$ cat config.mk
export PLATFORM = sky130hd
export DESIGN_NAME = chtd_loader
export DESIGN_NICKNAME = d
export VERILOG_FILES = /design/src/hdl/chtd_pkg.sv /design/src/hdl/chtd_loader.sv
export SDC_FILE = /design/constraint.sdc
export NUM_CORES = 1
export LEC_CHECK = 0
export ABC_AREA = 0
export BUFFER_PORTS_ARGS = -buffer_cell sky130_fd_sc_hd__buf_2
export CAP_MARGIN = 20
export CORE_MARGIN = 1.5
export CORE_UTILIZATION = 45
export CTS_CLUSTER_DIAMETER = 150
export DETAILED_ROUTE_END_ITERATION = 12
export PLACE_DENSITY = 0.69
export RECOVER_POWER = 50
export SETUP_SLACK_MARGIN = 0.05
export SLEW_MARGIN = 20
export SYNTH_ARGS = -nofsm -noshare
export SYNTH_HDL_FRONTEND = slang
export SYNTH_SLANG_ARGS = --single-unit
$ cat constraint.sdc
create_clock -name clk -period 6 [get_ports clk]
set_clock_uncertainty 0.2 [all_clocks]
set_input_delay 0.9 -clock clk [delete_from_list [all_inputs] [get_ports clk]]
set_output_delay 0.9 -clock clk [all_outputs]
set_load 0.005 [all_outputs]
$ cat src/hdl/chtd_pkg.sv
// Shared types and constants for the canonical Huffman table decoder.
// No dependencies; imported by every module of the block.
`default_nettype none

package chtd_pkg;

    localparam int MAX_CODE_LEN_DEF = 16;
    localparam int MAX_SYMBOLS_DEF  = 256;

    localparam int DATA_W   = 8;
    localparam int STATUS_W = 3;
    localparam int LEN_W    = 5;
    localparam int TB_W     = 9;
    localparam int CODE_W   = 16;

    typedef enum logic [STATUS_W-1:0] {
        ST_SYMBOL   = 3'd0,
        ST_LOADED   = 3'd1,
        ST_TOO_MANY = 3'd2,
        ST_OVERSUB  = 3'd3,
        ST_INVALID  = 3'd4,
        ST_NO_TABLE = 3'd5
    } status_t;

    // Control from the table loader to the decoder
    typedef struct packed {
        logic            restart;     // new table started: drop table and partial code
        logic            table_done;  // table now usable: set ready, clear partial code
        logic            result;      // this table byte produces a result
        status_t         status;
        logic [TB_W-1:0] table_bytes;
    } load_evt_t;

endpackage

`default_nettype wire

$ cat src/hdl/chtd_loader.sv
// Table loader: per-length counts, running totals, oversubscription check.
// Depends on chtd_pkg; drives the write port of the symbol memory in the top level.
`default_nettype none

module chtd_loader import chtd_pkg::*; #(
    parameter  int MAX_CODE_LEN = MAX_CODE_LEN_DEF,
    parameter  int MAX_SYMBOLS  = MAX_SYMBOLS_DEF,
    localparam int SI_W         = $clog2(MAX_SYMBOLS)
) (
    input  wire logic              clk,
    input  wire logic              rst_n,
    input  wire logic              byte_fire,
    input  wire logic [DATA_W-1:0] byte_data,
    input  wire logic              byte_first,
    output logic [DATA_W-1:0]      length_counts [MAX_CODE_LEN],
    output logic [LEN_W-1:0]       longest_length,
    output load_evt_t              evt,
    output logic                   wr_en,
    output logic [SI_W-1:0]        wr_addr,
    output logic [DATA_W-1:0]      wr_data
);

    localparam int LI_W = (MAX_CODE_LEN > 1) ? $clog2(MAX_CODE_LEN) : 1;
    localparam logic [TB_W-1:0] LEN_C  = TB_W'(MAX_CODE_LEN);
    localparam logic [TB_W:0]   SYMS_C = (TB_W+1)'(MAX_SYMBOLS);
    localparam logic [TB_W-1:0] SAT_C  = {TB_W{1'b1}};

    logic [DATA_W-1:0] lc_reg [MAX_CODE_LEN];
    logic [TB_W-1:0]   bytes_loaded_reg, bytes_loaded_next;
    logic [TB_W-1:0]   total_codes_reg, total_codes_next;
    logic [16:0]       free_slots_reg, free_slots_next;
    logic              oversub_reg, oversub_next;
    logic [LEN_W-1:0]  longest_reg, longest_next;

    logic              active;
    logic              count_phase;
    logic [TB_W-1:0]   bl;
    logic [TB_W-1:0]   tc;
    logic [16:0]       fs;
    logic              ov;
    logic [TB_W:0]     tc_sum;
    logic [TB_W-1:0]   sidx;
    logic [16:0]       fs_diff;

    // Pick the starting point: a first byte restarts from the reset values
    always_comb
    begin
        active = byte_first || (bytes_loaded_reg != '0);
        bl     = byte_first ? '0 : bytes_loaded_reg;
        tc     = byte_first ? '0 : total_codes_reg;
        fs     = byte_first ? 17'd2 : free_slots_reg;
        ov     = byte_first ? 1'b0 : oversub_reg;
        count_phase = (bl < LEN_C);
        tc_sum  = {1'b0, tc} + {{(TB_W+1-DATA_W){1'b0}}, byte_data};
        fs_diff = fs - {{(17-DATA_W){1'b0}}, byte_data};
        sidx    = bl - LEN_C;
    end

    // Next state and result of one table byte
    always_comb
    begin
        bytes_loaded_next = bl + 1'b1;
        total_codes_next  = tc;
        free_slots_next   = fs;
        oversub_next      = ov;
        longest_next      = byte_first ? '0 : longest_reg;
        evt               = '0;
        evt.status        = ST_LOADED;
        evt.restart       = byte_fire && byte_first;
        wr_en             = 1'b0;
        wr_addr           = sidx[SI_W-1:0];
        wr_data           = byte_data;

        if (count_phase)
        begin
            total_codes_next = (tc_sum > {1'b0, SAT_C}) ? SAT_C : tc_sum[TB_W-1:0];
            if (byte_data != '0)
            begin
                longest_next = LEN_W'(bl) + 1'b1;
            end
            // Advance the code-space check one length
            if (!ov)
            begin
                if ({{(17-DATA_W){1'b0}}, byte_data} > fs)
                begin
                    oversub_next    = 1'b1;
                    free_slots_next = '0;
                end
                else if (bl < LEN_C - 1'b1)
                begin
                    free_slots_next = {fs_diff[15:0], 1'b0};
                end
                else
                begin
                    free_slots_next = fs_diff;
                end
            end
            // Close the count section
            if (bl == LEN_C - 1'b1)
            begin
                if ({1'b0, total_codes_next} > SYMS_C)
                begin
                    bytes_loaded_next = '0;
                    evt.result        = byte_fire;
                    evt.status        = ST_TOO_MANY;
                end
                else if (oversub_next)
                begin
                    bytes_loaded_next = '0;
                    evt.result        = byte_fire;
                    evt.status        = ST_OVERSUB;
                end
                else if (total_codes_next == '0)
                begin
                    bytes_loaded_next = '0;
                    evt.result        = byte_fire;
                    evt.table_done    = byte_fire;
                    evt.status        = ST_LOADED;
                    evt.table_bytes   = LEN_C;
                end
            end
        end
        else
        begin
            // Store one symbol in canonical order
            wr_en = byte_fire && active && ({1'b0, sidx} < SYMS_C);
            if ({1'b0, sidx} + 1'b1 >= {1'b0, tc})
            begin
                bytes_loaded_next = '0;
                evt.result        = byte_fire && active;
                evt.table_done    = byte_fire && active;
                evt.status        = ST_LOADED;
                evt.table_bytes   = bl + 1'b1;
            end
        end

        if (!active)
        begin
            evt.result     = 1'b0;
            evt.table_done = 1'b0;
        end
    end

    // Hold load progress; update only on a table byte transfer
    always_ff @(posedge clk or negedge rst_n)
    begin
        if (!rst_n)
        begin
            bytes_loaded_reg <= '0;
            total_codes_reg  <= '0;
            free_slots_reg   <= 17'd2;
            oversub_reg      <= 1'b0;
            longest_reg      <= '0;
            for (int i = 0; i < MAX_CODE_LEN; i++)
            begin
                lc_reg[i] <= '0;
            end
        end
        else if (byte_fire && active)
        begin
            bytes_loaded_reg <= bytes_loaded_next;
            total_codes_reg  <= total_codes_next;
            free_slots_reg   <= free_slots_next;
            oversub_reg      <= oversub_next;
            longest_reg      <= longest_next;
            if (count_phase)
            begin
                lc_reg[bl[LI_W-1:0]] <= byte_data;
            end
        end
    end

    assign length_counts  = lc_reg;
    assign longest_length = longest_reg;

endmodule

`default_nettype wire

---- Word level (Yosys, flattened, before mapping) ----
Cells that the tools add are included.
word-level totals
  flip-flop bits (word level) ............. 169
  bits of input ports ..................... 12
  output and inout bits ................... 165
  word-level logic and storage cells ...... 85
operators by class
  add/sub/neg operators ................... 6
  $lt $le $gt $ge ......................... 9
  equality and inequality tests ........... 1
  muxes and demuxes ....................... 38
  bitwise logic cells ..................... 1
  reduce and logical (&&, ||, !) cells .... 9
operators with widths
  cell                                                             number
  bitwise mux 128 bit                                              1
  two-way mux 9 bit                                                12
  two-way mux 17 bit                                               5
  two-way mux 14 bit                                               4
  demux 8 bit (select 4 bit)                                       1
  greater-than comparator 8 x 17 -> 1 bit                          1
  subtractor 17 x 8 -> 17 bit                                      1
  two-way mux 5 bit                                                3
  adder 9 x 1 -> 10 bit (second input constant)                    1
  adder 9 x 8 -> 10 bit                                            1
  greater-or-equal comparator 10 x 9 -> 1 bit                      1
  greater-than comparator 10 x 9 -> 1 bit (second input constant)  1
  adder 9 x 1 -> 9 bit (second input constant)                     1
  == test 9 x 4 -> 1 bit (second input constant)                   1
  greater-than comparator 9 bit (second input constant)            1
  zero test 9 bit                                                  1
  < comparator 9 x 4 -> 1 bit (second input constant)              1
  < comparator 9 x 5 -> 1 bit (second input constant)              1
  < comparator 9 bit (second input constant)                       1
  nonzero test 9 bit                                               1
  subtractor 9 x 5 -> 9 bit (second input constant)                1
  two-way mux 1 bit                                                8
  two-way mux 4 bit                                                2
  two-way mux 8 bit                                                1
  other kinds (9)                                                  12

---- Logic depth before layout (Yosys ltp) ----
  depth after elaboration ................. 11
  depth in mapped cells ................... 19
  depth with buffers taken out ............ 15

---- Worst setup path before layout ----
OpenSTA, ideal clock, no wires.
  kind .................................... input to output
  start point ............................. input port byte_first
  end point ............................... output port evt[4] (netlist bit)
  arrival ................................. 4.640 ns
  required time ........................... 4.900 ns
  path slack .............................. 0.260 ns
  cell stages on the path ................. 16
  buffers on the path ..................... 5
  cells stage by stage .................... buf_2 -> buf_1 -> clkbuf_1 -> clkbuf_1 -> clkbuf_1 -> nor2b_1 -> ha_1 -> ha_1 -> a211oi_1 -> a21oi_1 -> a211oi_1 -> mux2i_1 -> o2111ai_1 -> nor4_1 -> nand3_1 -> o22ai_1
RTL lines
  element      RTL line           RTL
  from (decl)  chtd_loader.sv:14  input wire logic byte_first,
  to (decl)    chtd_loader.sv:17  output load_evt_t evt,

==> flow_summary.html <==
<table>
<tr><th>Metric</th><th>Value</th></tr>
<tr><th colspan="2">Synthesis</th></tr>
<tr><td>Leading post-synthesis cells by cell area</td><td>sky130_fd_sc_hd__dfrtp_1, sky130_fd_sc_hd__nand2_1, sky130_fd_sc_hd__o21ai_0, sky130_fd_sc_hd__ha_1, sky130_fd_sc_hd__clkbuf_1</td></tr>
<tr><td>Post-synth cell types</td><td>75</td></tr>
<tr><td>Synthesized area per cell</td><td>around 9.0 um2</td></tr>
<tr><td>Top cell type's share of synthesized area</td><td>between 40% and 50%</td></tr>
<tr><td>Synthesized instance count</td><td>971</td></tr>
<tr><td>Synthesized Nets</td><td>around 1,000</td></tr>
<tr><td>Netlist area before placement</td><td>8750 um2</td></tr>
<tr><td>Number of enable flip-flop cells after synthesis</td><td>0</td></tr>
<tr><td>Top-count cell post-synth</td><td>sky130_fd_sc_hd__nand2_1</td></tr>
<tr><td>Share of synthesized registers carrying an async set or reset</td><td>100%</td></tr>
<tr><td>Top cells by instance count after synthesis</td><td>sky130_fd_sc_hd__nand2_1, sky130_fd_sc_hd__dfrtp_1, sky130_fd_sc_hd__o21ai_0</td></tr>
<tr><td>Flip-flop and latch count after synthesis</td><td>169</td></tr>
<tr><td>Yosys synthesis warning count</td><td>0</td></tr>
<tr><td>Proportion of synthesized chip area in sequential cells</td><td>48.3%</td></tr>
<tr><td>Post-synth top area cell</td><td>sky130_fd_sc_hd__dfrtp_1</td></tr>
<tr><td>Most instantiated flip-flop cell in the synthesis netlist</td><td>sky130_fd_sc_hd__dfrtp_1</td></tr>
<tr><th colspan="2">Status</th></tr>
<tr><td>Result of the run</td><td>finished, violations left</td></tr>
<tr><td>Violations in the final reports</td><td>max-capacitance violations, max-slew violations</td></tr>
<tr><th colspan="2">Min path</th></tr>
<tr><td>Number of cells on the worst hold path</td><td>2</td></tr>
<tr><td>HP Start</td><td>free_slots_reg[1]$_DFFE_PN1P_</td></tr>
<tr><td>Hold crit path type</td><td>register to register</td></tr>
<tr><td>Worst hold path endpoint</td><td>free_slots_reg[1]$_DFFE_PN1P_</td></tr>
<tr><th colspan="2">Final layout</th></tr>
<tr><td>Antenna diode instance count</td><td>0</td></tr>
<tr><td>Layout Nets</td><td>between 1,000 and 1,500</td></tr>
<tr><td>Synthesis-to-layout area growth</td><td>18.0%</td></tr>
<tr><td>Flip-flop count of the largest register, all copies and words added</td><td>128</td></tr>
<tr><td>Share of layout cells above drive strength 1</td><td>16.2%</td></tr>
<tr><th colspan="2">GRT</th></tr>
<tr><td>Via count of the first global-routing pass</td><td>7,228</td></tr>
<tr><td>Initial antenna violation count</td><td>0</td></tr>
<tr><td>Aggregate global routing overflow</td><td>0</td></tr>
<tr><td>First-pass GRT wire length</td><td>39,900 um</td></tr>
<tr><td>Maximum number of pins on one net before global-route repair</td><td>between 100 and 150</td></tr>
<tr><td>Overall track demand over capacity in global routing</td><td>approximately a quarter</td></tr>
<tr><th colspan="2">Power and ir drop</th></tr>
<tr><td>Power consumption</td><td>0.00401 W</td></tr>
<tr><td>Worst supply voltage drop on vdd</td><td>around 0.00022 V</td></tr>
<tr><td>Total leakage power</td><td>a little under 5 nW</td></tr>
<tr><td>Areal power density over the cells</td><td>about 390 nW/um2</td></tr>
<tr><th colspan="2">Setup path</th></tr>
<tr><td>Kind of critical path</td><td>primary input to primary output</td></tr>
<tr><td>CP delay by family, top</td><td>simple AND/OR/NAND/NOR gates</td></tr>
<tr><td>Top fanout value on the critical path</td><td>19</td></tr>
<tr><td>Worst endpoint required time</td><td>around 4900 ps</td></tr>
<tr><td>Startpoint class of the critical path</td><td>primary input</td></tr>
<tr><td>Arrival time of the worst setup path</td><td>approximately 4400 ps</td></tr>
<tr><td>Worst r2r src</td><td>bytes_loaded_reg[0]$_DFFE_PN0P_</td></tr>
<tr><td>Source of the critical timing path</td><td>byte_first</td></tr>
<tr><td>Worst path slowest cell</td><td>sky130_fd_sc_hd__or3_1</td></tr>
<tr><td>Worst reg-to-reg path cell count</td><td>16</td></tr>
<tr><td>Critical Path Sink Type</td><td>primary output</td></tr>
<tr><td>Cell Chain, Critical Path</td><td>buf_2 -&gt; inv_2 -&gt; nand2_1 -&gt; inv_1 -&gt; ha_1 -&gt; and3_1 -&gt; buf_4 -&gt; nand2_1 -&gt; nor3b_1 -&gt; xor2_1 -&gt; ha_1 -&gt; o2111a_1 -&gt; o41a_1 -&gt; or3_1 -&gt; a21oi_1 -&gt; nand3b_1 -&gt; o22ai_1 -&gt; buf_2</td></tr>
<tr><td>Largest incremental delay on the critical path</td><td>around 430 ps</td></tr>
<tr><td>Setup slack, reg-to-reg</td><td>between 2000 and 2500 ps</td></tr>
<tr><td>Capture instance of the worst register-to-register path</td><td>bytes_loaded_reg[0]$_DFFE_PN0P_</td></tr>
<tr><td>Buffers and inverters on the worst path</td><td>5</td></tr>
<tr><th colspan="2">CTS</th></tr>
<tr><td>Root Driver</td><td>sky130_fd_sc_hd__clkbuf_16</td></tr>
<tr><td>Number of sinks driven by the clock tree</td><td>between 150 and 200</td></tr>
<tr><td>Clock slew at reported path FFs</td><td>roughly 60 ps</td></tr>
<tr><td>Total of hold buffers inserted after clock tree synthesis</td><td>0</td></tr>
<tr><td>CTS Buffer Depth</td><td>2</td></tr>
<tr><td>Number of CTS-inserted buffers</td><td>17</td></tr>
<tr><td>Clock tree from TritonCTS</td><td>yes</td></tr>
<tr><td># resized after CTS</td><td>0</td></tr>
<tr><td>Buffer count from post-CTS setup fixing</td><td>0</td></tr>
<tr><td>Skew-Pair Late Insertion Delay</td><td>between 400 and 500 ps</td></tr>
<tr><td>Clock H-tree levels</td><td>4</td></tr>
<tr><th colspan="2">STA</th></tr>
<tr><td>Setup TNS</td><td>0 ps</td></tr>
<tr><td>Final worst slack</td><td>roughly 460 ps</td></tr>
<tr><td>Maximum clock frequency</td><td>roughly 0.18 GHz</td></tr>
<tr><td>Transition time at the pin with the least slew margin</td><td>about 2800 ps</td></tr>
<tr><td>Setup repair after global routing missed its margin</td><td>no</td></tr>
<tr><td>Share of the clock period used by the worst path after layout</td><td>slightly above 90%</td></tr>
<tr><td>Hold Violations, Final</td><td>0</td></tr>
<tr><td>Final critical-path required period</td><td>approximately 5500 ps</td></tr>
<tr><td>Worst-case headroom to the max-slew limit</td><td>-87.4%</td></tr>
<tr><td>Final Max Tran Viols</td><td>between 100 and 150</td></tr>
<tr><td>Final setup violation count</td><td>0</td></tr>
<tr><td>Worst hold slack</td><td>about 270 ps</td></tr>
<tr><th colspan="2">Drt</th></tr>
<tr><td>Wirelength per Cell</td><td>around 18 um</td></tr>
<tr><td>Via total after detailed routing</td><td>a little under 8,000</td></tr>
<tr><td>Mean number of vias per cell</td><td>5.61</td></tr>
<tr><td>Detailed-router iteration count before antenna repair</td><td>5</td></tr>
<tr><td>Starting DRT DRC Count</td><td>634</td></tr>
<tr><td>Detailed-route DRC error count</td><td>0</td></tr>
<tr><td>Antenna viol nets, final</td><td>0</td></tr>
<tr><td>Overall routed net length</td><td>~25,000 um</td></tr>
<tr><th colspan="2">Floorplan</th></tr>
<tr><td>Row count</td><td>50</td></tr>
<tr><td>Die extent in y</td><td>~140 um</td></tr>
<tr><td>Die Outline Area</td><td>20,300 um2</td></tr>
<tr><td>DIE WIDTH</td><td>142 um</td></tr>
<tr><td>Core ar.</td><td>about 19,000 um2</td></tr>
<tr><td>IO Count</td><td>about 180</td></tr>
<tr><td>Starting Density</td><td>a little under half</td></tr>
<tr><th colspan="2">Place</th></tr>
<tr><td>Pre-CTS worst setup slack</td><td>about 530 ps</td></tr>
<tr><td>HPWL reported at the end of detailed placement</td><td>17,600 um</td></tr>
<tr><td>Port buffer count</td><td>between 150 and 200</td></tr>
<tr><td>Routability-driven placement congestion ratio</td><td>a little under 0.9</td></tr>
<tr><th colspan="2">Flow run</th></tr>
<tr><td>Number of max-cap violations</td><td>1</td></tr>
</table>
==> cell families after synthesis <==
kind of cell / after synthesis / share of synthesized area, %
AOI/OAI and AO/OA: 275 / 19.3
other: 1 / 0.0428
muxes: 24 / 3.00
DFF: 169 / 48.3
xor gates and xnor gates: 23 / 2.30
and+or+nand+nor: 344 / 17.7
buffers and inverters: 105 / 4.99
adders and majority gates: 30 / 4.30
==> worst max path at each step <==
stage | to | slack [ps] | cells after the start
CTS | evt[13] | 510 | 18
global route | evt[12] | 170 | 18
floorplan | evt[4] | 260 | 16
global placement | evt[13] | 680 | 18
finish | evt[13] | 460 | 18
detailed placement | evt[13] | 530 | 18
==> report_power, final <==
| group | leakage (nW) | switching, W | internal (W) |
|---|---|---|---|
| combinational | 2.35 | 0.000751 | 0.000529 |
| clock | 0.299 | 0.000512 | 0.000638 |
| sequential | 2.25 | 0.000189 | 0.00140 |
| total | 4.89 | 0.00145 | 0.00256 |
==> routing by layer <==
layer / wire length (um) / up-vias / global-route usage (%)
met4: 433 / 0 / 7.38
met3: 1600 / 29 / 4.31
met1: 11500 / 3811 / 36.4
met5: 0 / - / 0
met2: 11400 / 296 / 39.6
li1: - / 3674 / -
==> worst min-delay path: stages (launching register included) <==
cell	delay, ps
sky130_fd_sc_hd__dfstp_2	370
sky130_fd_sc_hd__nand2_1	50
sky130_fd_sc_hd__o31ai_1	60
==> layout by cell type, fill, tap and decap left out, drive strengths merged, types with 18 or more instances in the layout <==
master	instances
a21oi	29
buf	116
clkbuf	95
dfrtp	168
ha	26
inv	47
mux2	18
nand2	186
nor2	52
nor3	21
o21ai	137
xnor2	19
==> stage by stage <==
step           utilization [%]  std cells  area [um2]
2_1_floorplan                -        971        8750
3_3_place_gp              51.9       1359        9810
3_5_place_dp              51.9       1359        9810
4_1_cts                   55.2       1391       10400
5_1_grt                   54.7       1391       10300
6_report                  54.7       1391       10300
==> final cells by class <==
| type | count | area, um2 |
|---|---|---|
| sequential | 169 | 4230 |
| inverter | 39 | 146 |
| clock buffer | 17 | 425 |
| clock inverter | 15 | 196 |
| fill | 1838 | 8560 |
| multi-input combinational | 697 | 4090 |
| tap | 260 | 325 |
| timing repair buffer | 194 | 921 |
Power figures use the tool's default switching activity.
